### config.mk
export PLATFORM = sky130hd
export DESIGN_NAME = pl0_ctrl
export DESIGN_NICKNAME = d
export VERILOG_FILES = /design/src/hdl/pl0_pkg.sv /design/src/hdl/pl0_ctrl.sv
export SDC_FILE = /design/constraint.sdc
export NUM_CORES = 1
export LEC_CHECK = 0
export BUFFER_PORTS_ARGS = -buffer_cell sky130_fd_sc_hd__buf_2
export CORE_ASPECT_RATIO = 1.5
export CORE_MARGIN = 3
export CORE_UTILIZATION = 45
export DETAILED_ROUTE_END_ITERATION = 12
export MAX_ROUTING_LAYER = met4
export PLACE_DENSITY = 0.86
export SLEW_MARGIN = 15
export SYNTH_ARGS = -nofsm -noshare
export SYNTH_HDL_FRONTEND = slang
export SYNTH_SLANG_ARGS = --single-unit
### constraint.sdc
create_clock -name clock -period 4.8 [get_ports clock]
set_input_delay 0.48 -clock clock [delete_from_list [all_inputs] [get_ports clock]]
set_output_delay 0.48 -clock clock [all_outputs]
set_load 0.05 [all_outputs]
### src/hdl/pl0_pkg.sv
// ----------------------------------------------------------------------------
// pl0_pkg: shared types and constants for the PL/0 p-machine step block
// Opcodes, sub-operation codes, status codes, payload structs and the
// controller/datapath command and status groups.
// ----------------------------------------------------------------------------
package pl0_pkg;

   localparam int STACK_DEPTH_DEF = 2048;
   localparam int CODE_DEPTH_DEF  = 512;
   localparam int LEVELS_DEF      = 3;

   // opcodes
   localparam logic [3:0] OP_LIT = 4'd1;
   localparam logic [3:0] OP_OPR = 4'd2;
   localparam logic [3:0] OP_LOD = 4'd3;
   localparam logic [3:0] OP_STO = 4'd4;
   localparam logic [3:0] OP_CAL = 4'd5;
   localparam logic [3:0] OP_INC = 4'd6;
   localparam logic [3:0] OP_JMP = 4'd7;
   localparam logic [3:0] OP_JPC = 4'd8;
   localparam logic [3:0] OP_SIO = 4'd9;

   // OPR sub-operations
   localparam logic [15:0] OPR_RET = 16'd0;
   localparam logic [15:0] OPR_NEG = 16'd1;
   localparam logic [15:0] OPR_ADD = 16'd2;
   localparam logic [15:0] OPR_SUB = 16'd3;
   localparam logic [15:0] OPR_MUL = 16'd4;
   localparam logic [15:0] OPR_DIV = 16'd5;
   localparam logic [15:0] OPR_ODD = 16'd6;
   localparam logic [15:0] OPR_MOD = 16'd7;
   localparam logic [15:0] OPR_EQL = 16'd8;
   localparam logic [15:0] OPR_NEQ = 16'd9;
   localparam logic [15:0] OPR_LSS = 16'd10;
   localparam logic [15:0] OPR_LEQ = 16'd11;
   localparam logic [15:0] OPR_GTR = 16'd12;
   localparam logic [15:0] OPR_GEQ = 16'd13;

   // SIO sub-operations
   localparam logic [15:0] SIO_WRITE = 16'd0;
   localparam logic [15:0] SIO_READ  = 16'd1;
   localparam logic [15:0] SIO_HALT  = 16'd2;

   // status codes
   localparam logic [1:0] ST_OK    = 2'd0;
   localparam logic [1:0] ST_DIVZ  = 2'd1;
   localparam logic [1:0] ST_RANGE = 2'd2;

   typedef struct packed {
      logic [3:0]  opcode;
      logic [1:0]  level;
      logic [15:0] operand;
      logic [31:0] read_value;
   } req_type;

   typedef struct packed {
      logic [8:0]  next_pc;
      logic [10:0] stack_top;
      logic [10:0] frame_base;
      logic        out_valid;
      logic [31:0] out_value;
      logic        halted;
      logic [1:0]  status;
   } rsp_type;

   // datapath address select
   localparam logic [2:0] AS_SP   = 3'd0;
   localparam logic [2:0] AS_SPM1 = 3'd1;
   localparam logic [2:0] AS_LINK = 3'd2;
   localparam logic [2:0] AS_BM   = 3'd3;
   localparam logic [2:0] AS_BP2  = 3'd4;
   localparam logic [2:0] AS_BP3  = 3'd5;
   localparam logic [2:0] AS_CLR  = 3'd6;

   // datapath capture targets
   localparam logic [2:0] CP_NONE = 3'd0;
   localparam logic [2:0] CP_X    = 3'd1;
   localparam logic [2:0] CP_Y    = 3'd2;
   localparam logic [2:0] CP_B    = 3'd3;

   typedef struct packed {
      logic       load;       // latch request, reset walk state
      logic       rd_en;      // issue read
      logic [2:0] rd_sel;
      logic [2:0] cap;        // capture read data (read issued the cycle before)
      logic       div_start;
      logic       exec;       // commit the instruction
      logic       wr_step;    // next CAL frame word write
      logic       clr_step;   // clearing sweep write
      logic       rsp_load;
   } cmd_type;

   typedef struct packed {
      logic       link_bad;   // next link address out of range
      logic       div_busy;
      logic       clr_done;
      logic       wr_done;
      logic       halt;
   } sts_type;

endpackage

### src/hdl/pl0_ctrl.sv
// ----------------------------------------------------------------------------
// pl0_ctrl: p-machine sequencer
// Clears the stack after reset, then per item: walks static links, fetches
// operands, runs the divider, commits, writes CAL frames and hands the
// result to the output register.
// ----------------------------------------------------------------------------
module pl0_ctrl import pl0_pkg::*; #(
   parameter int LEVELS = LEVELS_DEF
) (
   input  logic    clock,
   input  logic    reset,
   input  req_type req,
   input  logic    req_valid,
   output logic    req_stall,
   output logic    rsp_valid,
   input  logic    rsp_stall,
   input  sts_type sts,
   output cmd_type cmd
);
   localparam int LW = $clog2(LEVELS + 1);

   localparam logic [3:0] S_CLR  = 4'd0;
   localparam logic [3:0] S_IDLE = 4'd1;
   localparam logic [3:0] S_WALK = 4'd2;
   localparam logic [3:0] S_WCAP = 4'd3;
   localparam logic [3:0] S_RDA  = 4'd4;
   localparam logic [3:0] S_CAPA = 4'd5;
   localparam logic [3:0] S_CAPB = 4'd6;
   localparam logic [3:0] S_DIV  = 4'd7;
   localparam logic [3:0] S_DIVW = 4'd8;
   localparam logic [3:0] S_EXEC = 4'd9;
   localparam logic [3:0] S_FRM  = 4'd10;
   localparam logic [3:0] S_OUT  = 4'd11;

   logic [3:0]    state_ff, state_in;
   req_type       rq_ff;
   logic [LW-1:0] lev_ff, lev_in, lev_cl;
   logic          vld_ff, vld_in;
   logic          accept, is_walk, is_ret, is_bin, is_div, fault_walk_ff, fault_walk_in;

   assign lev_cl  = (32'(rq_ff.level) > 32'(LEVELS)) ? LW'(LEVELS) : LW'(rq_ff.level);
   assign is_walk = rq_ff.opcode == OP_LOD || rq_ff.opcode == OP_STO
                    || rq_ff.opcode == OP_CAL;
   assign is_ret  = rq_ff.opcode == OP_OPR && rq_ff.operand == OPR_RET;
   assign is_bin  = rq_ff.opcode == OP_OPR && rq_ff.operand >= OPR_ADD
                    && rq_ff.operand <= OPR_GEQ && rq_ff.operand != OPR_ODD;
   assign is_div  = is_bin && (rq_ff.operand == OPR_DIV || rq_ff.operand == OPR_MOD);

   assign accept    = (state_ff == S_IDLE) && req_valid && !vld_ff;
   assign req_stall = !((state_ff == S_IDLE) && !vld_ff);
   assign rsp_valid = vld_ff;

   always_comb begin
      state_in      = state_ff;
      lev_in        = lev_ff;
      vld_in        = vld_ff && rsp_stall;
      fault_walk_in = fault_walk_ff;
      cmd           = '0;
      cmd.rd_sel    = AS_SP;
      cmd.cap       = CP_NONE;
      unique case (state_ff)
         S_CLR: begin
            if (sts.clr_done) state_in = S_IDLE;
            else cmd.clr_step = 1'b1;
         end
         S_IDLE: begin
            if (accept) begin
               cmd.load      = 1'b1;
               lev_in        = '0;
               fault_walk_in = 1'b0;
               state_in      = S_WALK;
            end
         end
         S_WALK: begin
            // one static link per pass: read it here, capture it in S_WCAP
            if (sts.halt || !is_walk || lev_ff == lev_cl) begin
               state_in = S_RDA;
            end else if (sts.link_bad) begin
               fault_walk_in = 1'b1;
               state_in      = S_EXEC;
            end else begin
               cmd.rd_en  = 1'b1;
               cmd.rd_sel = AS_LINK;
               state_in   = S_WCAP;
            end
         end
         S_WCAP: begin
            cmd.cap  = CP_B;
            lev_in   = lev_ff + LW'(1);
            state_in = S_WALK;
         end
         S_RDA: begin
            // first read: x side (second-from-top, or bp+2 for RET)
            cmd.rd_en  = 1'b1;
            cmd.rd_sel = is_ret ? AS_BP2 : AS_SPM1;
            state_in   = S_CAPA;
         end
         S_CAPA: begin
            cmd.cap    = CP_X;
            cmd.rd_en  = 1'b1;
            cmd.rd_sel = is_ret ? AS_BP3 : AS_SP;
            state_in   = S_CAPB;
         end
         S_CAPB: begin
            cmd.cap = CP_Y;
            // LOD needs the loaded word in the read register at commit
            if (rq_ff.opcode == OP_LOD) begin
               cmd.rd_en  = 1'b1;
               cmd.rd_sel = AS_BM;
            end
            state_in = (is_div && !sts.halt) ? S_DIV : S_EXEC;
         end
         S_DIV: begin
            cmd.div_start = 1'b1;
            state_in      = S_DIVW;
         end
         S_DIVW: begin
            if (!sts.div_busy) state_in = S_EXEC;
         end
         S_EXEC: begin
            // a bad link is flagged as a range fault by the datapath
            cmd.exec     = 1'b1;
            cmd.rsp_load = 1'b1;
            state_in     = (rq_ff.opcode == OP_CAL && !sts.halt && !fault_walk_ff)
                           ? S_FRM : S_OUT;
         end
         S_FRM: begin
            // CAL frame write; exec already set halt on a fault
            if (sts.halt) begin
               state_in = S_OUT;
            end else begin
               cmd.wr_step = 1'b1;
               if (sts.wr_done) state_in = S_OUT;
            end
         end
         S_OUT: begin
            vld_in   = 1'b1;
            state_in = S_IDLE;
         end
         default: state_in = S_IDLE;
      endcase
   end

   always_ff @(posedge clock) begin
      if (reset) begin
         state_ff      <= S_CLR;
         lev_ff        <= '0;
         vld_ff        <= 1'b0;
         fault_walk_ff <= 1'b0;
      end else begin
         state_ff      <= state_in;
         lev_ff        <= lev_in;
         vld_ff        <= vld_in;
         fault_walk_ff <= fault_walk_in;
      end
      if (accept) rq_ff <= req;
   end
endmodule

==> metrics, run 1 <==
status=completed; RePlAce Congestion=roughly 0.85; # diodes=0; LEAKAGE=0.672 nW; port bufs=44; sequential cell area fraction in the yosys report=between 50% and 60%; PostCTS Resize Cnt=0; Clock Sinks=30; Critical Path RT=4.32 ns; #FFs+latches synth=30; area of the core=a little under 3000 µm²; Worst Path Max Fanout=18; Layout fillers=247; initial antenna violation count=0; htree depth=2; largest net degree at the start of global routing=24; Die ar.=~3900 µm²; Die Height=about 75 µm; CTS buffer count=5; Synth warnings=0; 1st-iter DRT viols=21; maxcap violations=0; wire length per cell=about 13 µm; fin crit period=roughly 2.7 ns; area grow syn2layout=22.1%; Final TNS setup=0 ns; drt first pass iters=5; worst hold path startpoint=req[34]; Worst Skew=slightly above 0.008 ns; Worst-path clk slew=0.06 ns; EDFF count, synth=22; Arr. time, crit path=between 2 and 2.5 ns; worst reg-to-reg path cell count=2; hold endpoint=rq_ff[34]; Tightest Pin Transition=between 0.9 and 1 ns; routed vias=between 1000 and 1500; first-pass GRT wire length=roughly 4.7 mm; Gate Count Post-Synth=~130; ys async rst share=0%; GRT Total Usage=between 10% and 20%; die span in x=a little over 50 µm; Setup Viol. Count Final=0; GRT overflow=0; Placed Area=about 1700 µm²; Hold-fix buffers, CTS=0; Hold Crit Class=input pin to register; number of global-route vias before repair=between 1000 and 1500; Avg Synthesized Cell Area=between 10 and 15 µm²; number of distinct library cells after synthesis=39; DRT Wirelength=roughly 2.8 mm; clock root buffer=clkbuf_8; Final Cell Area=1740 µm²; # nets final=between 200 and 250; CP Capture Type=output pin; total power=about 0.00053 W; Hold Path Stages=1; period utilization=55.7%; minimum setup slack among reg-to-reg paths=around 2.4 ns; RSZ-0062 raised after global routing=false; row count=24; share of layout cells above drive strength 1=between 30% and 40%; Reg-to-Reg Start=state_ff[0]; max-slew violation count=0; peak supply drop=~0.00024 V; CTS tree=done; Critical Path Start Type=register; io pins=78; Post-CTS Setup Inserts=0; Initial Utilization=47.9%; CP Class=register to output pin; synthesized area=1420 µm²; Routed Antenna Nets=0; Post-route DRC=0; Final Hold Viols=0; Skew-Pair Late Insertion Delay=between 0.2 and 0.3 ns; Relative slew margins=a little over a third; reg-to-reg endpoint=rq_ff[37]; Main synth FF type=edfxtp_1; Clock Tree Buf Depth=2; Power Dens Cells=roughly 310 nW/µm²; syn_nets=between 150 and 200; HPWL after DPL=roughly 2.1 mm; vias per cell=between 5 and 6; FMAX=approximately 370 MHz
==> where the power goes <==
group	internal, W	leakage [nW]	switching [W]
registers	0.000291	0.267	0.00000803
logic	0.0000191	0.362	0.0000302
clock network	0.0000992	0.0426	0.0000846
==> cell families (layout without fill, tap and decap cells) <==
| logic type | Yosys count | in the layout | share of synthesized area [%] |
|---|---|---|---|
| other cells | 1 | 1 | 0.264 |
| flops | 30 | 30 | 57.7 |
| compound gates | 21 | 21 | 9.94 |
| xor+xnor | 2 | 2 | 1.23 |
| mux | 1 | 1 | 0.704 |
| simple gates | 61 | 61 | 26.8 |
| buf+inv | 10 | 55 | 3.34 |
==> area by class of cell <==
cell class	instances	area (µm²)	area share, %
Multi-Input combinational cell	86	554	31.9
Clock buffer	6	72.6	4.18
Sequential cell	30	821	47.3
Inverter	3	11.3	0.648
Clock inverter	2	8.76	0.504
Timing Repair Buffer	44	220	12.7
Tap cell	39	48.8	2.81
==> stage by stage <==
step / utilization [%] / setup slack, ns / std cells / hold slack [ns]
2_1_floorplan: - / 1.90 / 126 / 0.426
3_3_place_gp: 55.7 / 2.50 / 202 / 0.444
3_5_place_dp: 55.7 / 2.42 / 202 / 0.464
4_1_cts: 58.4 / 2.11 / 210 / 0.361
5_1_grt: 58.4 / 1.94 / 210 / 0.361
6_report: 58.4 / 2.13 / 210 / 0.376
==> worst max path at each step <==
stage,startpoint,to,slack [ns],cells past startpoint
6_report,state_ff[1],cmd[11],2.13,4
5_1_grt,state_ff[1],cmd[11],1.94,4
3_3_place_gp,state_ff[0],rq_ff[32],2.50,2
3_5_place_dp,state_ff[1],cmd[11],2.42,4
4_1_cts,state_ff[1],cmd[11],2.11,4
2_1_floorplan,rq_ff[50],cmd[10],1.90,3
==> cells in the mapped netlist, types with 2 or more instances <==
library cell	instances	area [µm²]
clkbuf_1	3	11.3
nand3_1	3	15.0
nand2b_1	5	31.3
xor2_1	2	17.5
o21ai_0	3	15.0
nand2_1	10	37.5
nand4b_1	2	17.5
nor2_1	9	33.8
nor4_2	2	25.0
buf_2	2	10.0
buf_4	2	15.0
nor4_1	3	18.8
nor3b_1	2	15.0
nand3b_1	5	37.5
and3_1	2	12.5
nor4b_1	2	17.5
a31oi_1	5	31.3
inv_1	3	11.3
or2_2	4	25.0
a21oi_1	6	30.0
nor3_1	4	20.0
o31ai_1	2	15.0
dfxtp_1	8	160
edfxtp_1	22	661
==> worst max-delay path: stages (launching register included) <==
cell and delay (ns):
dfxtp_1 0.67, nor4b_1 0.58, nand3b_1 0.26, nand3_1 0.14
buf_2 0.26
==> routing by layer <==
| layer | up-vias | global-route usage, % | wire [µm] |
|---|---|---|---|
| met4 | 0 | 9.33 | 12 |
| met3 | 2 | 4.75 | 195 |
| met5 | - | - | 0 |
| met2 | 48 | 28.8 | 1490 |
| li1 | 559 | - | - |
| met1 | 526 | 17.1 | 1070 |
==> flip-flops by register name, summed over array words and instances (netlist names) <==
register       flops
fault_walk_ff      1
lev_cl             2
lev_ff             2
rq_ff             20
rsp_valid          1
state_ff           4
==> layout by cell type, fill, tap and decap left out, types with 2 or more instances in the layout <==
| cell type | instances |
|---|---|
| inv_1 | 3 |
| nor2_1 | 9 |
| nor4_1 | 3 |
| nor4b_1 | 2 |
| xor2_1 | 2 |
| o21ai_0 | 3 |
| a21oi_1 | 6 |
| nand3b_1 | 5 |
| dfxtp_1 | 8 |
| nor4_2 | 2 |
| nand3_1 | 3 |
| clkbuf_8 | 5 |
| nand4b_1 | 2 |
| and3_1 | 2 |
| o31ai_1 | 2 |
| or2_2 | 4 |
| nand2_1 | 10 |
| buf_2 | 44 |
| a31oi_1 | 5 |
| edfxtp_1 | 22 |
| nor3_1 | 4 |
| nand2b_1 | 5 |
| nor3b_1 | 2 |
No activity file was read; power rests on OpenSTA's default activity.
==> run 2: changes to the inputs <==
--- a/config.mk
+++ b/config.mk
@@ -8,10 +8,10 @@
 export BUFFER_PORTS_ARGS = -buffer_cell sky130_fd_sc_hd__buf_2
 export CORE_ASPECT_RATIO = 1.5
 export CORE_MARGIN = 3
-export CORE_UTILIZATION = 45
+export CORE_UTILIZATION = 39
 export DETAILED_ROUTE_END_ITERATION = 12
 export MAX_ROUTING_LAYER = met4
-export PLACE_DENSITY = 0.86
+export PLACE_DENSITY = 0.79
 export SLEW_MARGIN = 15
 export SYNTH_ARGS = -nofsm -noshare
 export SYNTH_HDL_FRONTEND = slang
==> constraint.sdc (replaced) <==
create_clock -name clock -period 2.4 [get_ports clock]
set_input_delay 0.24 -clock clock [delete_from_list [all_inputs] [get_ports clock]]
set_output_delay 0.24 -clock clock [all_outputs]
set_load 0.05 [all_outputs]
==> run 2 against run 1 <==
  * Register-to-register slack got worse by 1.9 ns
  * Clock power grew to 2.6 times the previous value
  * First-iteration DRC count is 48% lower
  * Cell area grew 5.3%
  * Largest power group unchanged
==> metrics, run 2 (synthesis gave the netlist of run 1 again) <==
Reg-to-Reg Start=rq_ff[50]; Post-route DRC=0; Worst-path clk slew=~0.060 ns; Skew-Pair Late Insertion Delay=0.27 ns; switching share of total power=between 20% and 30%; DRT Wirelength=between 2 and 3 mm; wire length per cell=around 14 µm; reg-to-reg endpoint=state_ff[1]; fin crit period=between 2 and 2.5 ns; status=completed; clock root buffer=clkbuf_8; port bufs=between 40 and 50; maxcap violations=0; biggest regs=rq_ff (20), state_ff (4); dpl ws=0.319 ns; area grow syn2layout=28.5%; Metal-1 WL=between 1 and 1.5 mm; drt first pass iters=4; Crit. Startpoint=rq_ff[50]; Setup Viol. Count Final=0; Final Hold Viols=0; Relative slew margins=62.7%; minimum setup slack among reg-to-reg paths=roughly 0.5 ns; CP Class=register to output pin; max reg flops=20; Clock Sinks=30; row count=26; share of layout cells above drive strength 1=between 30% and 40%; largest net degree at the start of global routing=24; register share of total power=between 40% and 50%; Sw Pwr=~0.00025 W; Clock Power Share=about two fifths; period utilization=95.2%; worst reg-to-reg path cell count=5; combinational power share=a little under a tenth; Routed Antenna Nets=0; die span in x=55.3 µm; # nets final=238; Clock Tree Buf Depth=2; CTS buffer count=5; RePlAce Congestion=between 0.8 and 0.9; met3 WL=157 µm; Arr. time, crit path=just over 2 ns; Die ar.=4420 µm²; routed vias=between 1000 and 1500; highest-count cells in the layout ignoring fill and taps=43 x buf_2, 22 x edfxtp_1, 10 x nand2_1, 9 x nor2_1, 7 x dfxtp_1; vias per cell=5.14; HPWL after DPL=approximately 2.2 mm; peak supply drop=roughly 0.0005 V; 1st-iter DRT viols=11; total power=approximately 0.0012 W; PnR worst setup slack=0.115 ns; first-pass GRT wire length=around 4.8 mm; FMAX=about 440 MHz; # diodes=0; Initial Utilization=~41%; Biggest register=rq_ff; Worst Skew=between 0.007 and 0.008 ns; CP endpoint=cmd[8]; Layout fillers=~320; initial antenna violation count=0; io pins=78; Hold-fix buffers, CTS=0; Worst Path Max Fanout=4; area of the core=about 3400 µm²; commonest non-fill, non-tap cell in the layout=buf_2; DR top layer=met4; LEAKAGE=just over 0.7 nW; Met2 Wirelength=1.68 mm; CTS tree=done; Critical Path Start Type=register; GRT overflow=0; Critical Path RT=2.16 ns; Hold Crit Class=input pin to register; GRT Total Usage=~14%; htree depth=2; CP Capture Type=output pin; number of global-route vias before repair=about 1100; Internal=~0.00093 W; Hold Path Stages=1; Tightest Pin Transition=~0.55 ns; Die Height=between 70 and 80 µm; Power Dens Cells=about 650 nW/µm²; max-slew violation count=0
-- run 2: final cells by class --
cell class | instances | area, µm² | share of cell area, %
Clock inverter | 2 | 37.5 | 2.05
Multi-Input combinational cell | 86 | 572 | 31.3
Timing Repair Buffer | 49 | 260 | 14.2
Sequential cell | 30 | 822 | 45.0
Inverter | 3 | 11.3 | 0.616
Clock buffer | 6 | 72.6 | 3.97
Tap cell | 42 | 52.6 | 2.87
-- run 2: routing by layer --
metal,track usage [%],vias to the layer above
met2,26.5,35
met1,14.2,511
li1,-,571
met3,3.72,4
met4,5.11,0
met5,-,-
-- run 2: power groups by stage --
stage	clock network, W	registers, W	logic, W
floorplan	0	0.000599	0.0000670
global placement	0	0.000600	0.000107
detailed placement	0	0.000601	0.000109
CTS	0.000496	0.000591	0.000109
global route	0.000533	0.000592	0.000120
finish	0.000484	0.000591	0.000109
-- run 2: critical path: stages, from the launching register on --
cell and delay [ns]:
edfxtp_1 0.43, nor4_2 0.28, nand4b_1 0.21, nor4_2 0.36
mux2i_1 0.24, clkbuf_4 0.26
-- run 2: what timing repair did --
action / 4_1_cts / 5_1_grt
gates resized for setup: 0 / 3
endpoints found under the setup margin: 0 / 1
buffers inserted: 0 / 2
-- run 2: worst min path at each step --
stage                            to  slack, ns    start
after global placement    rq_ff[50]       0.42  req[50]
after detailed placement  rq_ff[46]       0.42  req[46]
after CTS                 rq_ff[33]       0.13  req[33]
final                     rq_ff[33]       0.14  req[33]
after global routing      rq_ff[33]       0.12  req[33]
after floorplan           lev_ff[1]       0.31    reset
-- run 2: metrics by stage --
stage	utilization (%)	std cells	instance area, µm²	TNS (ns)	hold WS, ns
2_1_floorplan	-	126	1430	0	0.309
3_3_place_gp	49.1	208	1690	0	0.416
3_5_place_dp	49.1	208	1690	0	0.418
5_1_grt	53.0	218	1830	-0.0103	0.122
4_1_cts	52.3	216	1800	0	0.132
6_report	53.0	218	1830	0	0.140
